File: config.mk
export PLATFORM = sky130hd
export DESIGN_NAME = line_sensor_calibration
export DESIGN_NICKNAME = d
export VERILOG_FILES = /design/src/lsc_pkg.sv /design/src/line_sensor_calibration.sv /design/src/lsc_channel.sv
export SDC_FILE = /design/constraint.sdc
export NUM_CORES = 1
export LEC_CHECK = 0
export ABC_AREA = 0
export BUFFER_PORTS_ARGS = -buffer_cell sky130_fd_sc_hd__buf_2
export CORE_AREA = 2 2 219 382
export DETAILED_ROUTE_END_ITERATION = 6
export DIE_AREA = 0 0 221 384
export GPL_ROUTABILITY_DRIVEN = 0
export SYNTH_ARGS = -nofsm -noshare
export SYNTH_HDL_FRONTEND = slang
export SYNTH_HIERARCHICAL = 1
export SYNTH_SLANG_ARGS = --single-unit
File: constraint.sdc
create_clock -name clock -period 12 [get_ports clock]
set_clock_uncertainty 0.05 [all_clocks]
set_input_delay 1.8 -clock clock [delete_from_list [all_inputs] [get_ports clock]]
set_output_delay 1.8 -clock clock [all_outputs]
set_load 0.05 [all_outputs]
File: src/lsc_pkg.sv
// Shared constants and types for the line sensor calibration block.
`timescale 1ns / 1ps

package lsc_pkg;

   localparam int CFG_BITS       = 10;
   localparam int CSR_INDEX_BITS = 3;
   localparam int MAX_CHANNELS   = 8;
   localparam int COUNT_BITS     = 4;

   localparam logic [CSR_INDEX_BITS-1:0] CSR_START_WHITE     = 3'd0;
   localparam logic [CSR_INDEX_BITS-1:0] CSR_START_THRESHOLD = 3'd1;
   localparam logic [CSR_INDEX_BITS-1:0] CSR_START_BLACK     = 3'd2;
   localparam logic [CSR_INDEX_BITS-1:0] CSR_MIN_SPAN        = 3'd3;

   localparam logic [CFG_BITS-1:0] RESET_START_WHITE     = 10'd1023;
   localparam logic [CFG_BITS-1:0] RESET_START_THRESHOLD = 10'd512;
   localparam logic [CFG_BITS-1:0] RESET_START_BLACK     = 10'd0;
   localparam logic [CFG_BITS-1:0] RESET_MIN_SPAN        = 10'd200;

   localparam logic ACTION_LOAD = 1'b1;

   typedef struct packed {
      logic line_bit;
      logic calibrated;
   } chan_status_type;

endpackage

File: src/line_sensor_calibration.sv
// Top level of the line sensor calibration block.
//
//   Channel  Direction  Handshake              Payload
//   csr      in         csr_valid/csr_ready    csr_index, csr_data
//   req      in         req_valid/req_ready    req_action, req_sample_0..7
//   rsp      out        rsp_valid/rsp_ready    rsp_line_bits, rsp_calibrated_count,
//                                              rsp_all_calibrated
//
// One transaction per cycle while rsp_ready lets results drain; each request passes
// from the input register through the channel logic into the rsp result register.
// Reset sets the configuration and valid registers and channel levels to reset values.
// While rsp_ready is low a pending result holds and req_ready drops once the input
// register is also full. Configuration writes are always taken.
`timescale 1ns / 1ps

module line_sensor_calibration #(
   parameter int CHANNELS    = 8,
   parameter int SAMPLE_BITS = 10
) (
   input  logic                                clock,
   input  logic                                reset,
   input  logic                                csr_valid,
   output logic                                csr_ready,
   input  logic [lsc_pkg::CSR_INDEX_BITS-1:0]  csr_index,
   input  logic [lsc_pkg::CFG_BITS-1:0]        csr_data,
   input  logic                                req_valid,
   output logic                                req_ready,
   input  logic                                req_action,
   input  logic [SAMPLE_BITS-1:0]              req_sample_0,
   input  logic [SAMPLE_BITS-1:0]              req_sample_1,
   input  logic [SAMPLE_BITS-1:0]              req_sample_2,
   input  logic [SAMPLE_BITS-1:0]              req_sample_3,
   input  logic [SAMPLE_BITS-1:0]              req_sample_4,
   input  logic [SAMPLE_BITS-1:0]              req_sample_5,
   input  logic [SAMPLE_BITS-1:0]              req_sample_6,
   input  logic [SAMPLE_BITS-1:0]              req_sample_7,
   output logic                                rsp_valid,
   input  logic                                rsp_ready,
   output logic [lsc_pkg::MAX_CHANNELS-1:0]    rsp_line_bits,
   output logic [lsc_pkg::COUNT_BITS-1:0]      rsp_calibrated_count,
   output logic                                rsp_all_calibrated
);

   logic [lsc_pkg::CFG_BITS-1:0] start_white_ff;
   logic [lsc_pkg::CFG_BITS-1:0] start_threshold_ff;
   logic [lsc_pkg::CFG_BITS-1:0] start_black_ff;
   logic [lsc_pkg::CFG_BITS-1:0] min_span_ff;

   logic [SAMPLE_BITS-1:0] sample_port[lsc_pkg::MAX_CHANNELS];
   logic [SAMPLE_BITS-1:0] stage_sample_ff[CHANNELS];
   logic                   stage_action_ff;
   logic                   stage_valid_ff;

   logic                               rsp_valid_ff;
   logic [lsc_pkg::MAX_CHANNELS-1:0]   rsp_line_bits_ff;
   logic [lsc_pkg::COUNT_BITS-1:0]     rsp_count_ff;
   logic                               rsp_all_ff;

   logic                               out_free;
   logic                               stage_fire;
   logic                               load_fire;
   logic                               update_fire;
   lsc_pkg::chan_status_type           chan_status[CHANNELS];
   logic [lsc_pkg::MAX_CHANNELS-1:0]   line_bits_in;
   logic [lsc_pkg::COUNT_BITS-1:0]     count_in;
   logic                               all_in;

   assign csr_ready = 1'b1;

   always_ff @(posedge clock) begin
      if (reset) begin
         start_white_ff     <= lsc_pkg::RESET_START_WHITE;
         start_threshold_ff <= lsc_pkg::RESET_START_THRESHOLD;
         start_black_ff     <= lsc_pkg::RESET_START_BLACK;
         min_span_ff        <= lsc_pkg::RESET_MIN_SPAN;
      end else if (csr_valid && csr_ready) begin
         case (csr_index)
            lsc_pkg::CSR_START_WHITE: begin
               start_white_ff <= csr_data;
            end
            lsc_pkg::CSR_START_THRESHOLD: begin
               start_threshold_ff <= csr_data;
            end
            lsc_pkg::CSR_START_BLACK: begin
               start_black_ff <= csr_data;
            end
            lsc_pkg::CSR_MIN_SPAN: begin
               min_span_ff <= csr_data;
            end
            default: begin
            end
         endcase
      end
   end

   assign sample_port[0] = req_sample_0;
   assign sample_port[1] = req_sample_1;
   assign sample_port[2] = req_sample_2;
   assign sample_port[3] = req_sample_3;
   assign sample_port[4] = req_sample_4;
   assign sample_port[5] = req_sample_5;
   assign sample_port[6] = req_sample_6;
   assign sample_port[7] = req_sample_7;

   assign out_free    = !rsp_valid_ff || rsp_ready;
   assign stage_fire  = stage_valid_ff && out_free;
   assign load_fire   = stage_fire && (stage_action_ff == lsc_pkg::ACTION_LOAD);
   assign update_fire = stage_fire && (stage_action_ff != lsc_pkg::ACTION_LOAD);
   assign req_ready   = !stage_valid_ff || out_free;

   always_ff @(posedge clock) begin
      if (reset) begin
         stage_valid_ff <= 1'b0;
      end else if (req_ready) begin
         stage_valid_ff <= req_valid;
      end
   end

   always_ff @(posedge clock) begin
      if (req_valid && req_ready) begin
         stage_action_ff <= req_action;
         for (int i = 0; i < CHANNELS; i++) begin
            stage_sample_ff[i] <= sample_port[i];
         end
      end
   end

   for (genvar g = 0; g < CHANNELS; g++) begin : gen_channel
      lsc_channel #(
         .SAMPLE_BITS (SAMPLE_BITS)
      ) u_channel (
         .clock           (clock),
         .reset           (reset),
         .update          (update_fire),
         .load            (load_fire),
         .sample          (stage_sample_ff[g]),
         .start_white     (SAMPLE_BITS'(start_white_ff)),
         .start_threshold (SAMPLE_BITS'(start_threshold_ff)),
         .start_black     (SAMPLE_BITS'(start_black_ff)),
         .min_span        (min_span_ff),
         .status          (chan_status[g])
      );
   end

   always_comb begin
      line_bits_in = '0;
      count_in     = '0;
      for (int i = 0; i < CHANNELS; i++) begin
         line_bits_in[i] = chan_status[i].line_bit;
         count_in        = count_in + lsc_pkg::COUNT_BITS'(chan_status[i].calibrated);
      end
      all_in = (count_in == lsc_pkg::COUNT_BITS'(CHANNELS));
   end

   always_ff @(posedge clock) begin
      if (reset) begin
         rsp_valid_ff <= 1'b0;
      end else if (out_free) begin
         rsp_valid_ff <= stage_valid_ff;
      end
   end

   always_ff @(posedge clock) begin
      if (stage_fire) begin
         if (stage_action_ff == lsc_pkg::ACTION_LOAD) begin
            rsp_line_bits_ff <= '0;
            rsp_count_ff     <= '0;
            rsp_all_ff       <= 1'b0;
         end else begin
            rsp_line_bits_ff <= line_bits_in;
            rsp_count_ff     <= count_in;
            rsp_all_ff       <= all_in;
         end
      end
   end

   assign rsp_valid            = rsp_valid_ff;
   assign rsp_line_bits        = rsp_line_bits_ff;
   assign rsp_calibrated_count = rsp_count_ff;
   assign rsp_all_calibrated   = rsp_all_ff;

   a_load_result_zero: assert property (@(posedge clock) disable iff (reset)
      load_fire |=> rsp_valid && rsp_line_bits == '0 && rsp_calibrated_count == '0
                    && !rsp_all_calibrated)
      else $error("load transaction gave a nonzero result");

   a_all_matches_count: assert property (@(posedge clock) disable iff (reset)
      rsp_valid |-> rsp_all_calibrated ==
                    (rsp_calibrated_count == lsc_pkg::COUNT_BITS'(CHANNELS)))
      else $error("all_calibrated disagrees with the calibrated count");

   a_count_in_range: assert property (@(posedge clock) disable iff (reset)
      rsp_valid |-> rsp_calibrated_count <= lsc_pkg::COUNT_BITS'(CHANNELS))
      else $error("calibrated count exceeds the channel count");

   a_unused_bits_zero: assert property (@(posedge clock) disable iff (reset)
      rsp_valid |-> (rsp_line_bits >> CHANNELS) == '0)
      else $error("line bit set for a channel that is not present");

   a_stage_drains: assert property (@(posedge clock) disable iff (reset)
      stage_fire |=> rsp_valid)
      else $error("staged transaction did not reach the result register");

endmodule

File: src/lsc_channel.sv
// One sensor channel: white, black and threshold tracking with its line bit.
`timescale 1ns / 1ps

module lsc_channel #(
   parameter int SAMPLE_BITS = 10
) (
   input  logic                          clock,
   input  logic                          reset,
   input  logic                          update,
   input  logic                          load,
   input  logic [SAMPLE_BITS-1:0]        sample,
   input  logic [SAMPLE_BITS-1:0]        start_white,
   input  logic [SAMPLE_BITS-1:0]        start_threshold,
   input  logic [SAMPLE_BITS-1:0]        start_black,
   input  logic [lsc_pkg::CFG_BITS-1:0]  min_span,
   output lsc_pkg::chan_status_type      status
);

   localparam int CMP_BITS = (SAMPLE_BITS > lsc_pkg::CFG_BITS) ? SAMPLE_BITS : lsc_pkg::CFG_BITS;

   logic [SAMPLE_BITS-1:0] white_ff;
   logic [SAMPLE_BITS-1:0] black_ff;
   logic [SAMPLE_BITS-1:0] threshold_ff;
   logic [SAMPLE_BITS-1:0] white_in;
   logic [SAMPLE_BITS-1:0] black_in;
   logic [SAMPLE_BITS-1:0] threshold_in;
   logic [SAMPLE_BITS-1:0] span;
   logic [SAMPLE_BITS:0]   level_sum;
   logic                   calibrated;

   always_comb begin
      white_in   = (sample < white_ff) ? sample : white_ff;
      black_in   = (sample > black_ff) ? sample : black_ff;
      span       = black_in - white_in;
      calibrated = (black_in > white_in) && (CMP_BITS'(span) > CMP_BITS'(min_span));
      level_sum  = {1'b0, black_in} + {1'b0, white_in};
      threshold_in = calibrated ? level_sum[SAMPLE_BITS:1] : threshold_ff;
      status.calibrated = calibrated;
      status.line_bit   = sample > threshold_in;
   end

   always_ff @(posedge clock) begin
      if (reset) begin
         white_ff     <= SAMPLE_BITS'(lsc_pkg::RESET_START_WHITE);
         black_ff     <= SAMPLE_BITS'(lsc_pkg::RESET_START_BLACK);
         threshold_ff <= SAMPLE_BITS'(lsc_pkg::RESET_START_THRESHOLD);
      end else if (load) begin
         white_ff     <= start_white;
         black_ff     <= start_black;
         threshold_ff <= start_threshold;
      end else if (update) begin
         white_ff     <= white_in;
         black_ff     <= black_in;
         threshold_ff <= threshold_in;
      end
   end

endmodule

# Yosys cells after proc, flatten, opt, wreduce, memory -nomap -nowiden
# Memories as Yosys holds them, arrays and structs flattened.
# Cells that the tools add are included.
[op_classes]
order_cmp = 40
n_bitwise = 1
n_addsub = 23
n_eq_ne = 4
n_reduce_logical = 22
mux = 74
[op_table]
columns = ["op", "n"]
rows = [
  ["10-bit 2-to-1 mux", 72],
  ["10-bit > comparator", 32],
  ["10-bit by 10-bit adder with 11-bit output", 8],
  ["10-bit less-than comparator", 8],
  ["10-bit subtractor", 8],
  ["4-bit by 1-bit adder with 4-bit output", 4],
  ["1-bit logical AND", 12],
  ["2-bit AND reduction", 4],
  ["3-bit by 2-bit == test with 1-bit output (second input constant)", 2],
  ["3-bit by 1-bit adder with 4-bit output", 1],
  ["4-bit == test (second input constant)", 1],
  ["2-bit by 1-bit adder with 3-bit output", 1],
  ["3-bit by 1-bit == test with 1-bit output (second input constant)", 1],
  ["3-bit zero test", 1],
  ["1-bit by 1-bit adder with 2-bit output", 1],
  ["1-bit zero test", 2],
  ["1-bit logical OR", 2],
  ["1-bit 2-to-1 mux", 2],
  ["2-bit nonzero test", 1],
  ["1-bit inverter", 1],
]
[totals]
in_bits = 99
elab_cells = 199
mem_bits_rw = 80
mem_count = 1
out_inout_bits = 16
regBits = 296
[mem_list]
columns = ["name", "words", "width", "rd", "rd_clocked_by_memory_dff", "write_ports", "line_no", "rtl"]
rows = [
  ["stage_sample_ff", 8, 10, 8, 0, 8, "line_sensor_calibration.sv:50", "logic [SAMPLE_BITS-1:0] stage_sample_ff[CHANNELS];"],
]

# Longest topological paths before layout
# An unclocked memory read counts as a cell.
[depth]
word_depth = 14
ltp_mapped = 36
depth_no_buf = 32

# Hierarchy
# Netlist, hierarchy kept.
[modules_own_cells]
columns = ["module", "area_per_inst_um2", "cells_each", "seq_area_each_um2", "instances"]
rows = [
  ["lsc_channel at gen_channel[0].u_channel ...", 3947.5, 520, 600.6, 3],
  ["lsc_channel at gen_channel[4].u_channel ...", 3961.3, 525, 600.6, 2],
  ["line_sensor_calibration", 4868.4, 303, 3663.5, 1],
  ["lsc_channel at gen_channel[7].u_channel", 3961.3, 505, 600.6, 1],
  ["lsc_channel at gen_channel[1].u_channel", 3952.5, 524, 600.6, 1],
  ["lsc_channel at gen_channel[6].u_channel", 3878.7, 498, 600.6, 1],
]

# Least setup slack after synthesis
# No wires, ideal clock.
[synth_timing]
kind = "register to register"
startpoint = "memory stage_sample_ff[4][5] (netlist: stage_sample_ff[1][5])"
endpoint = "register rsp_all_ff (netlist: rsp_all_calibrated) (data pin)"
setup_time_ns = 0.182
setup_slack_ns = 4.596
synth_period_minus_slack_ns = 7.404
t_arrival_ns = 7.173
required_time_ns = 11.768
path_buffers = 4
path_stages_with_launch = 35
cell_sequence = "edfxtp_1 > ha_1 > a2111oi_0 > o21ai_0 > a21oi_1 > or2_2 > buf_2 > mux2_2 > ha_1 > fa_1 > nor2b_4 > o31a_1 > o21a_1 > o21ai_0 > a21oi_1 > xnor2_1 > ha_1 > o21ai_0 > nor2_1 > a2111oi_0 > a211o_1 > buf_6 > inv_4 > buf_12 > buf_4 > fa_1 > inv_1 > fa_1 > fa_1 > inv_1 > ha_1 > inv_1 > fa_1 > nand2b_1 > nor4b_1"
[synth_lines]
columns = ["item", "line_no", "rtl"]
rows = [
  ["from (decl)", "line_sensor_calibration.sv:50", ""],
  ["to (signal assigned)", "line_sensor_calibration.sv:172", "rsp_all_ff <= all_in;"],
  ["to (decl)", "line_sensor_calibration.sv:57", "logic rsp_all_ff;"],
]

==> summary.txt <==
Placed design
  • Pre-CTS WS: 3.33 ns
  • IO buf count: approximately 110
  • Placed Area: roughly 0.037 mm^2
  • DP HPWL: between 90 and 100 mm

Logic synthesis
  • Number of synthesized flops with an enable pin: 94
  • Synth top area share: approximately 16%
  • Post-synth ARST share: 0%
  • Synthesized area: 0.0364 mm^2
  • Count leader, synth: ha_1
  • Area leader, netlist: ha_1
  • Post-Syn Nets: between 5000 and 6000
  • Synth cell count leaders: 475 x ha_1, 436 x inv_1, 299 x a21oi_1, 282 x dfxtp_1, 240 x nor2_1
  • Synth cell types: just over 90
  • Seq/Total Area, Yosys: a little under a quarter
  • Synthesized area per cell: roughly 8.2 um^2
  • Synthesized flop and latch total: 376
  • Post-synthesis cell count: 4440
  • Yosys warning total: 6
  • Post-synth top flop: dfxtp_1
  • Top area cells in the synthesized netlist: ha_1 16%, dfxtp_1 15%, edfxtp_1 7.7%

Global routing
  • Vias in the first global route: around 32000
  • Grt peak-use layer: met2
  • First-pass GRT wire length: around 190 mm
  • Met2 global-route usage: between 50% and 60%
  • Largest net degree at the start of global routing: approximately 210
  • Grt met3 use: about 3.6%
  • Total global-route track usage: 28.5%
  • Met1 GRT Util: a little under a third
  • Remaining Overflow, GRT: 0
  • Initial antenna violation count: 7

Drt
  • Post-DRT Antenna Nets: 0
  • First-pass DRT Iterations: 5
  • DR iter-0 viols: approximately 1900
  • Final wirelength: approximately 130 mm
  • Via count: approximately 34000
  • DRC Markers: 0
  • Vias per cell: ~6.2
  • Drt wl/cell: 23.3 um

Setup path
  • Crit path kind: reg -> reg
  • Arrival time worst endpoint: between 9 and 10 ns
  • CP required: about 12 ns
  • Critical Path Max Stage Delay: approximately 0.63 ns
  • Slowest-stage cell, CP: and4_1
  • CP Capture Type: register
  • Crit-path max FO: 20
  • Worst Setup Start Kind: register

STA
  • Final count of negative-setup-slack endpoints: 0
  • Slew headroom: between 10% and 20%
  • Tcrit/Tclk final: between 70% and 80%
  • Unrepaired setup endpoints after global routing: false
  • Slew Viols, Final: 0
  • Setup TNS: 0 ns
  • Final Hold Viols: 0
  • Worst-Margin Slew: between 1 and 1.5 ns
  • Minimum clock period: 8.81 ns
  • Top achievable clock speed: around 110 MHz
  • Setup WS post-layout: 3.19 ns

CTS
  • Worst-skew pair later-pin latency: roughly 0.60 ns
  • Root buf cell: clkbuf_16
  • CTS sink count: 376
  • Number of hold buffers added after cts: 0
  • H-tree depth: 2
  • CTS max path bufs: 3
  • Post_cts resized: 0
  • CTS tree: yes
  • Num CTS Buffers: 41
  • Clk slew on worst S/H paths: about 0.07 ns
  • Post-CTS Setup Bufs: 0

Finish
  • Synthesis-to-finish area growth: 6.00%
  • Share of post-route cells with drive strength above 1: 7.38%
  • Design Area, Final: about 0.039 mm^2
  • Fill cell count: around 8100
  • Nets: 4925

Die
  • Die Width: approximately 220 um
  • Core Area: 0.0819 mm^2
  • # rows: about 140
  • Starting Density: between 40 and 50%
  • Full die area: around 0.085 mm^2
  • I/O pin count: roughly 120
  • Die Height: about 380 um

Power and ir drop
  • Leak pwr: ~16 nW
  • Max VDD drop: 0.000104 V
  • PD cells: 122 mW/mm^2

Worst hold path
  • Type of the worst min-delay path: reg -> reg

Flow run
  • Max-Cap Viols: 0

Outcome
  • Status: finished clean
layer usage:
layer | wire length [um] | vias to the layer above
met4 | 9810 | 8
li1 | - | 16206
met2 | 61700 | 982
met5 | 44 | -
met1 | 48400 | 16117
met3 | 6140 | 349
metrics by stage:
stage	power, mW	hold WS, ns	util (%)	cells
2_1_floorplan	2.89	0.410	-	4440
3_3_place_gp	3.32	0.425	45.4	5345
3_5_place_dp	3.35	0.433	45.4	5345
4_1_cts	4.72	0.451	47.1	5421
5_1_grt	4.98	0.481	47.1	5421
6_report	4.71	0.458	47.1	5423
final timing paths:
path | slack (ns) | endpoint | cells after the start | start
setup / recovery | 3.19 | rsp_all_calibrated | 30 | stage_sample_ff[1][29]
hold / removal | 0.46 | gen_channel[7].u_channel/threshold_ff[6] | 2 | gen_channel[7].u_channel/threshold_ff[6]
setup reg to reg | 3.19 | rsp_all_calibrated | 30 | stage_sample_ff[1][29]
hold reg to reg | 0.46 | gen_channel[7].u_channel/threshold_ff[6] | 2 | gen_channel[7].u_channel/threshold_ff[6]
cells in the final DEF (no fill, tap or decap), types with 19 or more instances in the layout:
cell type	instances
a2111oi_0	31
a211oi_1	110
a21o_1	129
a21oi_1	298
a221oi_1	79
a31oi_1	33
and4_1	26
buf_2	112
buf_4	50
clkbuf_16	44
dfxtp_1	282
edfxtp_1	94
fa_1	20
ha_1	475
inv_1	436
mux2i_1	137
nand2_1	186
nand2b_1	75
nand3_1	41
nand3b_1	88
nand4_1	125
nor2_1	239
nor2b_1	40
nor3_1	202
nor3b_1	156
nor4_1	85
o21a_1	43
o21ai_0	165
o21bai_1	26
o22ai_1	47
o311ai_0	19
o311ai_1	56
xnor2_1	73
xor2_1	26
worst max-delay path: cells and delay by family, from the launching register on:
kind	cells	cell delay (ns)
AO/OA/AOI/OAI	9	1.83
adder cells (fa/ha/maj)	8	3.17
XOR/XNOR	2	0.33
flip-flops	1	0.50
AND/OR/NAND/NOR	6	2.06
buffers and inverters	5	0.64
registers in the layout, summed over array words and instances, names as in the netlist:
register / count
stage_valid_ff: 1
start_black_ff: 10
stage_action_ff: 1
rsp_line_bits: 8
stage_sample_ff: 80
rsp_all_calibrated: 1
gen_channel.u_channel/white_ff: 80
gen_channel.u_channel/black_ff: 80
rsp_calibrated_count: 4
gen_channel.u_channel/threshold_ff: 80
min_span_ff: 10
start_threshold_ff: 10
start_white_ff: 10
rsp_valid: 1
final cells by class:
class                   count  area, um^2  area share (%)
clock buffers              59        1210            3.13
flip-flops and latches    376        8470            21.9
multi-input cells        3301       24700            64.0
well taps                1057        1320            3.43
diodes                      2        5.00          0.0130
repair buffers            166        1010            2.62
clock inverters            17         176           0.457
inverters                 445        1690            4.38
power by group:
group | leakage [nW] | internal [mW] | switching, mW
clock network | 0.669 | 0.769 | 0.591
registers | 3.21 | 1.36 | 0.0858
logic | 12.3 | 0.733 | 1.17
total | 16.2 | 2.86 | 1.84
logic make-up (layout without fill, tap and decap cells):
kind of cell             after synthesis  after routing  share of synthesized area, %
AND/OR/NAND/NOR                     1347           1347                          20.8
AO/OA/AOI/OAI                       1210           1210                          22.9
buffers and inverters                763            687                          9.04
adder cells (fa/ha/maj)              495            495                          17.4
flip-flops                           376            376                          23.2
multiplexers                         149            149                          4.18
XOR/XNOR                              99             99                          2.38
other                                  1              3                        0.0103
Note: power is estimated with default switching activity, not from simulation.
